## src/rtl/rpn_pkg.sv

```systemverilog
// Shared constants, codes and types of the postfix expression evaluator.
package rpn_pkg;

    localparam int STACK_DEPTH = 128;
    localparam int SP_W        = $clog2(STACK_DEPTH + 1);
    localparam int ADDR_W      = $clog2(STACK_DEPTH);

    localparam int DATA_W = 32;
    localparam int FRAC_W = 16;
    localparam int CNT_W  = $clog2(DATA_W + 1);

    localparam int QUEUE_DEPTH = 2;
    localparam int QP_W        = $clog2(QUEUE_DEPTH);
    localparam int QC_W        = $clog2(QUEUE_DEPTH + 1);

    localparam logic [2:0] FN_PUSH = 3'd0;
    localparam logic [2:0] FN_ADD  = 3'd1;
    localparam logic [2:0] FN_SUB  = 3'd2;
    localparam logic [2:0] FN_MUL  = 3'd3;
    localparam logic [2:0] FN_DIV  = 3'd4;
    localparam logic [2:0] FN_END  = 3'd5;

    localparam logic [2:0] ST_OK       = 3'd0;
    localparam logic [2:0] ST_MISSING  = 3'd1;
    localparam logic [2:0] ST_DIVZERO  = 3'd2;
    localparam logic [2:0] ST_OVERFLOW = 3'd3;
    localparam logic [2:0] ST_EMPTY    = 3'd4;
    localparam logic [2:0] ST_TOOMANY  = 3'd5;

    typedef struct packed {
        logic [2:0]        op;
        logic [DATA_W-1:0] value;
    } t_tok;

endpackage

```

## src/rtl/rpn_front.sv

```systemverilog
// Token intake: accepts tokens, drops unknown codes and queues the rest.
module rpn_front (
    input  logic                      i_clk,
    input  logic                      i_rst_n,
    input  logic                      i_valid,
    output logic                      o_stall,
    input  logic [2:0]                i_func,
    input  logic [rpn_pkg::DATA_W-1:0] i_value,
    output logic                      o_tok_valid,
    output rpn_pkg::t_tok             o_tok,
    input  logic                      i_tok_pop
);
    import rpn_pkg::*;

    t_tok            r_q [QUEUE_DEPTH];
    logic [QP_W-1:0] r_wp, n_wp;
    logic [QP_W-1:0] r_rp, n_rp;
    logic [QC_W-1:0] r_cnt, n_cnt;
    logic            full;
    logic            push;
    logic            pop;
    t_tok            tok_in;

    assign full        = (r_cnt == QC_W'(QUEUE_DEPTH));
    assign o_stall     = full;
    assign push        = i_valid && !full && (i_func <= FN_END);
    assign o_tok_valid = (r_cnt != '0);
    assign pop         = i_tok_pop && o_tok_valid;
    assign o_tok       = r_q[r_rp];

    always_comb begin
        tok_in.op    = i_func;
        tok_in.value = i_value;
        n_wp  = r_wp;
        n_rp  = r_rp;
        n_cnt = r_cnt;
        if (push) begin
            n_wp = (r_wp == QP_W'(QUEUE_DEPTH - 1)) ? '0 : r_wp + QP_W'(1);
        end
        if (pop) begin
            n_rp = (r_rp == QP_W'(QUEUE_DEPTH - 1)) ? '0 : r_rp + QP_W'(1);
        end
        if (push && !pop) begin
            n_cnt = r_cnt + QC_W'(1);
        end else if (pop && !push) begin
            n_cnt = r_cnt - QC_W'(1);
        end
    end

    always_ff @(posedge i_clk) begin
        if (!i_rst_n) begin
            r_wp  <= '0;
            r_rp  <= '0;
            r_cnt <= '0;
        end else begin
            r_wp  <= n_wp;
            r_rp  <= n_rp;
            r_cnt <= n_cnt;
        end
    end

    always_ff @(posedge i_clk) begin
        if (push) begin
            r_q[r_wp] <= tok_in;
        end
    end

endmodule

```

## config.mk

```make
export PLATFORM = sky130hd
export DESIGN_NAME = rpn_front
export DESIGN_NICKNAME = d
export VERILOG_FILES = /design/src/rtl/rpn_pkg.sv /design/src/rtl/rpn_front.sv
export SDC_FILE = /design/constraint.sdc
export NUM_CORES = 1
export LEC_CHECK = 0
export ABC_CLOCK_PERIOD_IN_PS = 7110
export BUFFER_PORTS_ARGS = -buffer_cell sky130_fd_sc_hd__buf_2
export CAP_MARGIN = 25
export CORE_UTILIZATION = 55
export DETAILED_ROUTE_END_ITERATION = 10
export PLACE_DENSITY = 0.82
export SYNTH_ARGS = -nofsm -noshare
export SYNTH_HDL_FRONTEND = slang
export SYNTH_SLANG_ARGS = --single-unit
```

## constraint.sdc

```tcl
create_clock -name i_clk -period 7.11 [get_ports i_clk]
set_input_delay 1.422 -clock i_clk [delete_from_list [all_inputs] [get_ports i_clk]]
set_output_delay 1.422 -clock i_clk [all_outputs]
set_load 0.05 [all_outputs]
```

==> impl_metrics.yaml <==
route:
  drt-total-wl_um: 4852
  avgViaCountPerCell: 5.052
  ant_nets: 0
  drtIter0Drc: 72
  num_vias: 1465
  drt_drc_violations_left: 0
  dr.pass1.iters: 4
  wl_per_cell_um: 16.73
floorplanning:
  pin_count: 76
  die_h_um: 73.02
  core_um2: 4786
  initial_utilization_pct: 57.96
  die-area_um2: 5331
  die_w_um: 73.02
  num_rows: 25
global_routing:
  grt_use_total_pct: 19.87
  grt-busiest-layer: "met2"
  antenna_found_initial: 0
  grt_overflow: 0
  grt_util_met3_pct: 6.215
  grt_pass1_wl_um: 7348
  grt.met2_usage_pct: 34.98
  grt_pass1_vias: 1506
  grt_use_met1_pct: 21.79
  grt_max_degree: 36
setup_path:
  slowest_delay_ps: 450
  ff2ff_setup_slack_ps: 4910
  slowest_stage: "dfxtp_1"
  rr_worst_depth: 4
  required_ps: 5690
  worst_path_dominant_cell_family: "buffers and inverters"
  r2r_start: "r_cnt[0]"
  r2r-end: "r_q[1][33]"
  crit_buf_inv: 2
  start_kind: "register"
  crit_chain: "buf_4, mux2_2, buf_2"
  crit_cells: 3
  cp_max_fo: 31
  crit_type: "reg -> out"
  end_kind: "output port"
  cp.arrival_ps: 1830
sta:
  tns_ps: 0
  min_period_ps: 3250
  relSlewSlack_pct: 32.94
  final_hold_viol_count: 0
  slew_viol_final: 0
  fmax_ghz: 0.3077
  post-route-period-util_pct: 45.71
  max_slew.worst_pin.slew_ps: 1004
  skew_ps: 8.980
  grt_setup_unrepaired: "false"
  setup_viol: 0
synthesis:
  synth_warnings: 0
  yosysTopAreaCell: "edfxtp_1"
  synth_area_um2: 2774
  synth_top_area_share_pct: 75.78
  synth_area_leaders: "edfxtp_1 (76%), mux2_2 (14%), dfxtp_1 (3.6%), and2_1 (0.90%), a211oi_4 (0.72%)"
  syn_inst: 134
  synthDistinctLibCells: 21
  ys_ff_latch: 75
  syn_nets: 174
  avgSynthCellArea_um2: 20.70
  yosysSeqAreaShare_pct: 79.39
power:
  p_per_area_nw_per_um2: 435.3
  leakagePower_nw: 1.317
  power_mw: 1.521
  ir_drop_uv: 350.6
layout:
  layout_commonest_cell: "buf_2"
  nets: 258
  final_cell_mix: "buf_2 (75), edfxtp_1 (70), mux2_2 (35), clkbuf_8 (9), dfxtp_1 (5)"
  areaGrowthSynthToFinish_pct: 25.98
  layout-drive-gt1-share_pct: 58.74
  fillers: 300
  antenna_cells: 0
worst_hold_path:
  min_path_type: "reg -> reg"
  hold_end: "r_cnt[1]"
  hold_start: "r_cnt[1]"
  worstHoldPathCells: 2
clock_network:
  postCtsSetupBuffers: 0
  holdBufCountCts: 0
  cts_buffers: 9
  cts.sinks: 75
  htree_levels: 3
  clk_path_buf_depth: 2
  cts_tree: "done"
  worstSkewPairLatency_ps: 340
  cts_root_buf: "clkbuf_8"
  postCtsResizedCells: 0
  clkTransAtPathRegs_ps: 80
place:
  io_buffer_count: 75
  post-dp-hpwl_um: 3179
  gp_congestion: 0.6591
job:
  cap_violations: 0
run_status:
  status: "complete, no violations"
[how the worst max path moves through the flow]
stage | from | slack (ps) | endpoint
floorplan | i_func[2] | 3350 | r_q[0][0]
global placement | i_func[2] | 3920 | r_q[1][24]
detailed placement | i_func[2] | 3820 | r_q[1][24]
CTS | register | 3820 | o_tok[4]
global route | register | 3780 | o_tok[25]
finish | register | 3860 | o_tok[22]
[Yosys cell counts]
library cell	instances
edfxtp_1	70
mux2_2	35
a211oi_4	1
ha_1	1
dfxtp_1	5
and2_1	4
buf_4	2
xnor2_1	2
nor2b_1	1
buf_2	2
nand2_1	1
nand2b_1	1
nor2b_2	1
inv_1	1
xor2_1	1
mux2i_1	1
or3_1	1
a21boi_1	1
o21ai_0	1
or2_2	1
o21ai_1	1
[final cells by class]
cell class,count,area (um^2),share of cell area [%]
flip-flops and latches,75,2202,63.01
multi-input cells,54,550.5,15.75
repair buffers,77,390.4,11.17
clock inverters,7,140.1,4.010
clock buffers,9,123.9,3.545
well taps,67,83.83,2.399
inverters,1,3.754,0.1074
[flip-flops by register name, indices dropped and copies added, names as in the netlist, named ones only]
name,cells
r_wp,1
r_rp,1
r_cnt,2
r_q,70
[tightest hold or removal path, delay by kind of cell (launching register included)]
family | cells | cell delay [ps]
DFF | 1 | 340
AOI/OAI and AO/OA | 2 | 150
[layer usage]
metal,share of wire [%],vias up
li1,-,686
met1,37,721
met2,55,48
met3,5.3,10
met4,2.3,0
met5,0,-
[power breakdown]
part | internal (mW) | switching (mW)
Combinational | 0.152 | 0.373
Sequential | 0.551 | 0.0246
Clock | 0.268 | 0.152
Total | 0.971 | 0.550
[logic make-up after synthesis]
group	synth area share (%)
muxes	14.57
xor gates and xnor gates	0.9474
and+or+nand+nor	2.256
DFF	79.39
buffers and inverters	1.037
AOI/OAI and AO/OA	1.353
adders and majority gates	0.4510
[stage by stage]
stage | std cells | hold WS [ps] | worst slack [ps] | area, um^2 | util (%)
after floorplan | 134 | 451.4 | 3351 | 2774 | -
after CTS | 290 | 539.9 | 3823 | 3495 | 73.02
after detailed placement | 274 | 529.9 | 3821 | 3231 | 67.50
after global placement | 274 | 499.5 | 3925 | 3231 | 67.50
after global routing | 290 | 564.1 | 3777 | 3495 | 73.02
final | 290 | 533.3 | 3860 | 3495 | 73.02
Power figures use the tool's default switching activity.
